### src/hw/rtl/rational_arith_unit_assert.svh
// assertion macros, included by rau_queue.sv
`ifndef RATIONAL_ARITH_UNIT_ASSERT_SVH
`define RATIONAL_ARITH_UNIT_ASSERT_SVH

// implication checked on every rising clock edge outside reset
`define RAU_ASSERT_IMPL(label, clk, rst, ante, cons) \
   label: assert property (@(posedge clk) disable iff (rst) (ante) |-> (cons)) \
      else $error("assertion failed");

// implication whose consequent is checked in the cycle after the antecedent
`define RAU_ASSERT_NEXT(label, clk, rst, ante, cons) \
   label: assert property (@(posedge clk) disable iff (rst) (ante) |=> (cons)) \
      else $error("assertion failed");

`endif

### src/hw/rtl/rau_pkg.sv
package rau_pkg;

   localparam int OPERAND_WIDTH = 32;
   localparam int DEN_WIDTH     = OPERAND_WIDTH - 1;
   localparam int WIDE          = 64;
   localparam int QUEUE_DEPTH   = 2;

   localparam logic [1:0] MODE_ADD = 2'd0;
   localparam logic [1:0] MODE_SUB = 2'd1;
   localparam logic [1:0] MODE_MUL = 2'd2;
   localparam logic [1:0] MODE_DIV = 2'd3;

   typedef struct packed {
      logic [1:0]  mode;
      logic [31:0] a_num;
      logic [30:0] a_den;
      logic [31:0] b_num;
      logic [30:0] b_den;
   } req_type;

   typedef struct packed {
      logic [63:0] result_num;
      logic [62:0] result_den;
      logic        div_by_zero;
      logic        a_less;
      logic        a_equal;
   } rsp_type;

   // classified job handed from front to back
   typedef struct packed {
      logic        neg;
      logic [63:0] mag_num;
      logic [63:0] mag_den;
      logic        err;
      logic        a_less;
      logic        a_equal;
   } job_type;

   typedef struct packed {
      logic push;
      logic full;
   } qctl_type;

endpackage

### src/hw/rtl/rau_queue.sv
module rau_queue (
   input  logic             clock,
   input  logic             reset,
   input  rau_pkg::qctl_type ctl,
   input  rau_pkg::job_type in_data,
   output logic             out_valid,
   input  logic             out_pop,
   output rau_pkg::job_type out_data,
   output logic             full
);
   import rau_pkg::*;
   `include "rational_arith_unit_assert.svh"

   job_type    mem_ff [QUEUE_DEPTH];
   logic       wp_ff, rp_ff;
   logic [1:0] cnt_ff;
   logic       push, pop;

   assign push = ctl.push && !full;
   assign pop  = out_pop && out_valid;
   assign full = (cnt_ff == 2'(QUEUE_DEPTH));
   assign out_valid = (cnt_ff != 2'd0);
   assign out_data  = mem_ff[rp_ff];

   always_ff @(posedge clock) begin
      if (push) mem_ff[wp_ff] <= in_data;
      if (reset) begin
         wp_ff  <= 1'b0;
         rp_ff  <= 1'b0;
         cnt_ff <= 2'd0;
      end else begin
         if (push) wp_ff <= ~wp_ff;
         if (pop) rp_ff <= ~rp_ff;
         cnt_ff <= cnt_ff + 2'(push) - 2'(pop);
      end
   end

   `RAU_ASSERT_IMPL(a_cnt_range, clock, reset, 1'b1, cnt_ff <= 2'(QUEUE_DEPTH))
   `RAU_ASSERT_NEXT(a_push_counts, clock, reset, push && !pop, cnt_ff == $past(cnt_ff) + 2'd1)
   `RAU_ASSERT_IMPL(a_ptr_match, clock, reset, cnt_ff == 2'd0 || full, wp_ff == rp_ff)
endmodule

### config.mk
export PLATFORM = sky130hd
export DESIGN_NAME = rau_queue
export DESIGN_NICKNAME = d
export VERILOG_FILES = /design/src/hw/rtl/rau_pkg.sv /design/src/hw/rtl/rau_queue.sv
export VERILOG_INCLUDE_DIRS = /design/src /design/src/hw/rtl
export SDC_FILE = /design/constraint.sdc
export NUM_CORES = 1
export LEC_CHECK = 0
export ABC_CLOCK_PERIOD_IN_PS = 5900
export BUFFER_PORTS_ARGS = -buffer_cell sky130_fd_sc_hd__buf_2
export CAP_MARGIN = 20
export CORE_MARGIN = 2
export CORE_UTILIZATION = 52
export CTS_CLUSTER_SIZE = 24
export DETAILED_ROUTE_END_ITERATION = 8
export PLACE_DENSITY = 0.9
export SYNTH_ARGS = -nofsm -noshare
export SYNTH_HDL_FRONTEND = slang
export SYNTH_SLANG_ARGS = --single-unit
### constraint.sdc
create_clock -name clock -period 5.9 [get_ports clock]
set_input_delay 1.18 -clock clock [delete_from_list [all_inputs] [get_ports clock]]
set_output_delay 1.18 -clock clock [all_outputs]
set_load 0.02 [all_outputs]
Yosys cells after proc, flatten, opt, wreduce, memory -nomap -nowiden

Memory sizes are Yosys's and may differ from the RTL's. A register that Yosys moved wholly into a read port is not among the register bits.
Index checks and enable logic that the tools add are counted.

Bits in writable memories: 264
Output and inout bits: 134
Memories kept: 1
Register bits after elaboration: 4
Bits of input ports: 137

Eq/ne operators: 1
Add/sub/neg operators: 2
Muxes and demuxes: 4
Reduce and logical (&&, ||, !) cells: 4
Bitwise logic cells: 2

Memories:

| name   | depth | bits a word | read ports | clocked after Yosys merged registers in | write ports | line            | RTL |
|---|---|---|---|---|---|---|---|
| mem_ff | 2     | 132         | 1          | 1                                       | 1           | rau_queue.sv:14 | `job_type mem_ff [QUEUE_DEPTH];` |

Operator list:

| kind                                        | number |
|---|---|
| 1-bit 2-to-1 mux                            | 4 |
| 2-bit by 1-bit adder with 2-bit output      | 1 |
| 2-bit == test (second input constant)       | 1 |
| 1-bit logical AND                           | 2 |
| 1-bit inverter                              | 2 |
| 2-bit nonzero test                          | 1 |
| 2-bit by 1-bit subtractor with 2-bit output | 1 |
| 1-bit zero test                             | 1 |

Longest topological paths before layout

Gate-level depths: netlist of the first run.

Depth in word-level cells: 5
Gate-level depth with buffers: 8
Depth with buffers taken out: 8

Worst setup path after synthesis of the first run

No wires, ideal clock.

Path kind: input to register
Start: input port ctl[1] (netlist bit)
End: memory mem_ff[1][0] (netlist bit) (enable)
Arrival: 4.267 ns
Data required time: 5.392 ns
Setup time: 0.508 ns
Stages: 1
Buffers on the path: 0
Slack: 1.126 ns
Cells stage by stage: and3_1

Word-level cells in the longest chain between the ends: 3

Ends and longest elaborated chain:

| what                                   | line            | RTL |
|---|---|---|
| start: declaration                     | rau_queue.sv:4  | `input rau_pkg::qctl_type ctl,` |
| 1-bit logical AND                      | rau_queue.sv:19 | `assign push = ctl.push && !full;` |
| 1-bit 2-to-1 mux                       | rau_queue.sv:26 | `if (push) mem_ff[wp_ff] <= in_data;` |
| 1-bit 2-to-1 mux (not written as such) | rau_queue.sv:26 |  |
| end: declaration                       | rau_queue.sv:14 |  |

No other way between the ends.

==> metrics.yaml, run 1 <==
sta:
  hold_viol: 0
  skew_ps: 16.1
  worst_slack_ps: 2300
  worstMarginPinSlew_ps: 993
  min_period_over_period: 0.610
  fmax_mhz: 278
  hold_ws_ps: 502
  tns_ps: 0
  final-max-slew-violation-count: 0
  setup_violations: 0
  rsz0062_at_grt: "no"
  min_period_ps: 3600
  max_slew_margin: 0.338
setup_path:
  slowest_stage: "dfxtp_4"
  crit_chain: "buf_12, mux2_2, buf_2"
  cp_slowest_stage_delay_ps: 620
  crit_arrival_ps: 2420
  critPathCaptureType: "primary output"
  required_ps: 4720
  critPathMaxFanout: 102
  path_class: "reg -> out"
  start_kind: "flip-flop"
global_routing:
  grt-ovfl-total: 0
  antenna_found_initial: 2
  grt_pass1_wl_mm: 26.6
  grt_pass1_vias: 5130
  grt_max_degree: 105
  grt_util_all_layers: 0.169
clocking:
  cts_buffers: 27
  cts.sinks: 269
  cts_tree: "built"
  path_clk_slew_ps: 60
  root_buffer: "clkbuf_16"
  clockBufferDepth: 3
  cts_max_level: 1
  cts_hold_buf: 0
  ctsResizeCount: 0
  clock_latency_ps: 530
  post-cts-setup-buffers: 0
run_status:
  status: "finished clean"
die:
  die_h_microns: 143
  coreArea_sq_um: 18900
  die-area_sq_um: 20500
  rows: 50
  initial_core_util: 0.534
  die_w_microns: 143
  io_pins: 271
logic_synthesis:
  synth-edff-count: 264
  syn_inst: 437
  yosysTopAreaCell: "edfxtp_1"
  synth_warnings: 0
  synth_top_area_share: 0.786
  syn_area_sq_um: 10100
  async_reset_ff_frac: 0
  yosysMostFrequentCell: "edfxtp_1"
  syn-num-nets: 576
  synth_seq_cells: 269
  yosys-top-cells-count: "edfxtp_1, mux2_4, mux2_2"
  ys_top_cells_by_area: "edfxtp_1, mux2_4, mux2_2"
  synth.distinct_cells: 21
  seq_area_frac_synth: 0.796
  avgSynthCellArea_sq_um: 23.1
  synth-main-ff-cell: "edfxtp_1"
place:
  dpl.hpwl_mm: 11.9
  post-place-ws_ps: 2490
  place_inst: 955
  place_congestion: 0.734
  portBuffers: 269
pwr:
  clock_power_share: 0.291
  ir_worst_vdd_uv: 464
  p_sw_mw: 1.59
  switching_share: 0.288
  p_int_mw: 3.92
  p_per_area_nw_per_um2: 440
  combPwrFrac: 0.263
  seqPwrFrac: 0.446
  p_leak_nw: 4.85
finish:
  final_cells: 1008
  multi_input_area_sq_um: 1910
  layout.nets: 863
  area_delta_synth_final_pct: 24.2
  register_area_sq_um: 8030
  fillCellCount: 1283
  drive_above_1_share: 0.605
flow_run:
  drv_cap: 0
route:
  ant_nets: 0
  wl_per_cell_microns: 18.2
  wirelength_mm: 18.4
  vias: 5006
  first_pass_iters: 6
  drc: 0
  dr.first_iter.drc_count: 227
  vias_per_cell: 4.97
hold_path:
  hold_path.class: "reg -> reg"
==> state kept, by name, summed over array words and instances (netlist names), named ones only <==
register / cells
cnt_ff: 2
mem_ff: 264
wp_ff: 1
rp_ff: 1
==> cells in the final DEF, fill, tap and decap left out, types with 2 or more instances in the layout <==
cell type	instances
ha_1	2
inv_1	3
clkinvlp_4	3
mux2_4	80
mux2_2	52
nor2_1	3
buf_2	269
edfxtp_1	264
diode_2	3
dfxtp_1	4
bufinv_16	2
clkinv_1	8
buf_4	3
xnor2_1	2
clkbuf_16	27
clkinv_2	7
inv_6	2
==> cell families after synthesis <==
family,synth area share
flip-flops,0.796
multiplexers,0.177
buffers and inverters,0.0155
AND/OR/NAND/NOR,0.00484
AO/OA/AOI/OAI,0.00174
XOR/XNOR,0.00260
adder cells (fa/ha/maj),0.00248
==> metal layers <==
| layer | wire (microns) | global-route usage | share of wire |
|---|---|---|---|
| met5 | 0 | 0 | 0 |
| met4 | 558 | 0.0573 | 0.030 |
| met3 | 1580 | 0.0597 | 0.086 |
| met2 | 9330 | 0.300 | 0.51 |
| met1 | 6900 | 0.191 | 0.38 |
==> final timing paths <==
| kind | cells past startpoint | slack (ps) | endpoint | startpoint |
|---|---|---|---|---|
| setup / recovery | 3 | 2300 | out_data[12] | flip-flop |
| hold / removal | 2 | 500 | wp_ff$_SDFFE_PP0N_ | wp_ff$_SDFFE_PP0N_ |
| setup reg to reg | 5 | 3360 | mem_ff[0][10]$_DFFE_PP_ | cnt_ff[0]$_SDFF_PP0_ |
| hold reg to reg | 2 | 500 | wp_ff$_SDFFE_PP0N_ | wp_ff$_SDFFE_PP0N_ |
==> through the flow <==
stage	utilization	power, mW	area (sq um)
finish	0.663	5.51	12500
global route	0.663	5.73	12500
detailed placement	0.618	3.96	11700
floorplan	-	3.57	10100
global placement	0.618	3.92	11700
CTS	0.663	5.57	12500
==> critical path, delay by kind of cell, from the launching register on <==
family,cells,cell delay [ps]
mux,1,420
buf+inv,2,740
flops,1,620
==> final cells by class <==
class / instances / share of cell area
well taps: 260 / 0.0260
inverters: 4 / 0.00160
repair buffers: 273 / 0.111
clock inverters: 22 / 0.0132
clock buffers: 28 / 0.0542
flip-flops and latches: 269 / 0.641
diodes: 3 / 0.000599
multi-input cells: 149 / 0.152
==> power groups by stage <==
stage          Sequential [mW]  Combinational (mW)  Clock (mW)
6_report                  2.46                1.45        1.60
5_1_grt                   2.48                1.54        1.71
4_1_cts                   2.46                1.47        1.64
3_5_place_dp              2.50                1.46           0
3_3_place_gp              2.48                1.44           0
2_1_floorplan             2.48                1.10           0
(Power assumes the default switching activity.)
==> inputs of run 2 (changes only) <==
--- a/config.mk
+++ b/config.mk
@@ -6,7 +6,7 @@
 export SDC_FILE = /design/constraint.sdc
 export NUM_CORES = 1
 export LEC_CHECK = 0
-export ABC_CLOCK_PERIOD_IN_PS = 5900
+export ABC_CLOCK_PERIOD_IN_PS = 3600
 export BUFFER_PORTS_ARGS = -buffer_cell sky130_fd_sc_hd__buf_2
 export CAP_MARGIN = 20
 export CORE_MARGIN = 2
==> constraint.sdc (replaced) <==
create_clock -name clock -period 3.6 [get_ports clock]
set_input_delay 0.72 -clock clock [delete_from_list [all_inputs] [get_ports clock]]
set_output_delay 0.72 -clock clock [all_outputs]
set_load 0.02 [all_outputs]
==> metrics.yaml, run 2 (synthesized netlist as in run 1, its figures left out) <==
global_routing:
  grt-ovfl-total: 0  # unchanged
  grt_max_degree: 79  # -25%
  grt_pass1_vias: 5344  # +4.2%
  antenna_found_initial: 3  # +1
  grt_pass1_wl_mm: 26.3  # -1.1%
  grt_util_all_layers: 0.166  # -0.00359
finish:
  final_cell_mix: "buf_2, edfxtp_1, mux2_4"
  fillCellCount: 1286  # +0.23%
  area_delta_synth_final_pct: 24.7
  largest_register_ffs: 264  # unchanged
  final_cells: 1012  # +0.40%
  largest_registers: "mem_ff (264), cnt_ff (2)"
  layout_commonest_cell: "buf_2"
  register_area_sq_um: 8030  # unchanged
  layout.nets: 870  # +0.81%
  multi_input_area_sq_um: 1910  # unchanged
  regMostFlops: "mem_ff"
  drive_above_1_share: 0.599  # -0.00617
route:
  ant_nets: 0  # unchanged
  drc: 0  # unchanged
  vias: 5027  # +0.42%
  wl_per_cell_microns: 17.9  # -1.8%
  vias_per_cell: 4.97  # about the same
  first_pass_iters: 4  # -2
  wirelength_mm: 18.1  # -1.4%
  dr.first_iter.drc_count: 199  # -12%
pwr:
  p_int_mw: 6.41  # +64%
  p_per_area_nw_per_um2: 713  # +62%
  seqPwrFrac: 0.452  # +0.006
  p_sw_mw: 2.55  # +61%
  combPwrFrac: 0.268  # +0.005
  clock_power_share: 0.280  # -0.011
  p_leak_nw: 4.87  # +0.45%
  ir_worst_vdd_uv: 478  # +3.0%
  switching_share: 0.285  # -0.00344
sta:
  setup_violations: 0  # unchanged
  min_period_ps: 2960
  hold_viol: 0  # unchanged
  worstMarginPinSlew_ps: 762  # -232 ps
  hold_ws_ps: 392  # -109 ps
  skew_ps: 9.91  # -6.22 ps
  min_period_over_period: 0.823
  max_slew_margin: 0.492  # +0.155
  final-max-slew-violation-count: 0  # unchanged
  rsz0062_at_grt: "no"
  tns_ps: 0  # unchanged
  worst_slack_ps: 638  # -1660 ps
  fmax_mhz: 338
clocking:
  cts_buffers: 27  # unchanged
  cts_hold_buf: 0  # unchanged
  cts_tree: "built"
  root_buffer: "clkbuf_16"
  clock_latency_ps: 510  # -20 ps
  ctsResizeCount: 0  # unchanged
  cts_max_level: 1  # unchanged
  clockBufferDepth: 3  # unchanged
  post-cts-setup-buffers: 0  # unchanged
  cts.sinks: 269  # unchanged
  path_clk_slew_ps: 60  # about the same
die:
  coreArea_sq_um: 18900  # unchanged
  rows: 50  # unchanged
  die_h_microns: 143  # unchanged
  die_w_microns: 143  # unchanged
  initial_core_util: 0.534  # unchanged
  io_pins: 271  # unchanged
  die-area_sq_um: 20500  # unchanged
setup_path:
  path_class: "reg -> out"
  critPathMaxFanout: 45  # -56%
  r2r_slack_ps: 1730  # -1630 ps
  crit_chain: "buf_4, mux2_2, buf_2"
  r2r_start: "cnt_ff[0]$_SDFF_PP0_"
  cp_slowest_stage_delay_ps: 850  # +230 ps
  reg2reg_to: "mem_ff[0][127]$_DFFE_PP_"
  required_ps: 2880  # -1840 ps
  crit_family: "flip-flops"
  start_kind: "flip-flop"
  reg2reg_depth: 5  # unchanged
  critPathCaptureType: "primary output"
  cp.buffers_inverters: 2  # unchanged
  slowest_stage: "dfxtp_4"
  crit_arrival_ps: 2240  # -180 ps
place:
  portBuffers: 269  # unchanged
  dpl.hpwl_mm: 12.2  # +3.1%
  place_inst: 962  # +0.73%
  post-place-ws_ps: 1120  # -1360 ps
  place_congestion: 0.742  # +1.1%
run_status:
  status: "finished clean"
hold_path:
  hold_path.class: "in -> reg"
  hp-start: "in_data[97]"
  worst_hold_path.num_cells: 1  # -1
  whs_endpoint: "mem_ff[0][97]$_DFFE_PP_"
flow_run:
  drv_cap: 0  # unchanged
-- run 2: how the worst max path moves through the flow --
| stage | start | end | cells past startpoint |
|---|---|---|---|
| 6_report | flip-flop | out_data[11] | 3 |
| 5_1_grt | flip-flop | out_data[17] | 3 |
| 2_1_floorplan | ctl[1] | mem_ff[0][0]$_DFFE_PP_ | 3 |
| 3_5_place_dp | flip-flop | out_data[11] | 3 |
| 4_1_cts | flip-flop | out_data[11] | 3 |
| 3_3_place_gp | flip-flop | out_data[33] | 3 |
-- run 2: stage by stage --
step / cell area [sq um] / utilization / power (mW)
after floorplan: 10100 / - / 5.84
after global placement: 11800 / 0.624 / 6.49
after detailed placement: 11800 / 0.624 / 6.55
after CTS: 12600 / 0.666 / 9.07
after global routing: 12600 / 0.666 / 9.32
final: 12600 / 0.666 / 8.97
-- run 2: layout make-up --
cell class,instances,share of cell area
inverter,4,0.00149
tap,260,0.0259
clock inverter,12,0.00636
multi-input combinational,149,0.152
antenna,1,0.000199
timing repair buffer,280,0.120
sequential,269,0.638
clock buffer,37,0.0567
-- run 2: worst register-to-register path, cell delays in order, from the launching register on --
cell        delay [ps]
dfxtp_1            360
nand2b_2           160
inv_1               70
or3_1              360
clkinvlp_4         140
buf_4              410
-- run 2: routing by layer --
metal  vias up  global-route usage  share of wire  routed length, microns
met2       212               0.311           0.53                    9520
met5         -                   0         0.0015                      27
li1       2327                   -              -                       -
met4         4              0.0578          0.023                     418
met3        35              0.0543          0.088                    1600
met1      2449               0.173           0.36                    6550
-- run 2: power by group through the flow --
stage               Clock [mW]  Combinational (mW)  Sequential (mW)
finish                    2.51                2.40             4.06
CTS                       2.57                2.43             4.07
global placement             0                2.39             4.10
global route              2.69                2.54             4.10
detailed placement           0                2.42             4.13
floorplan                    0                1.80             4.04
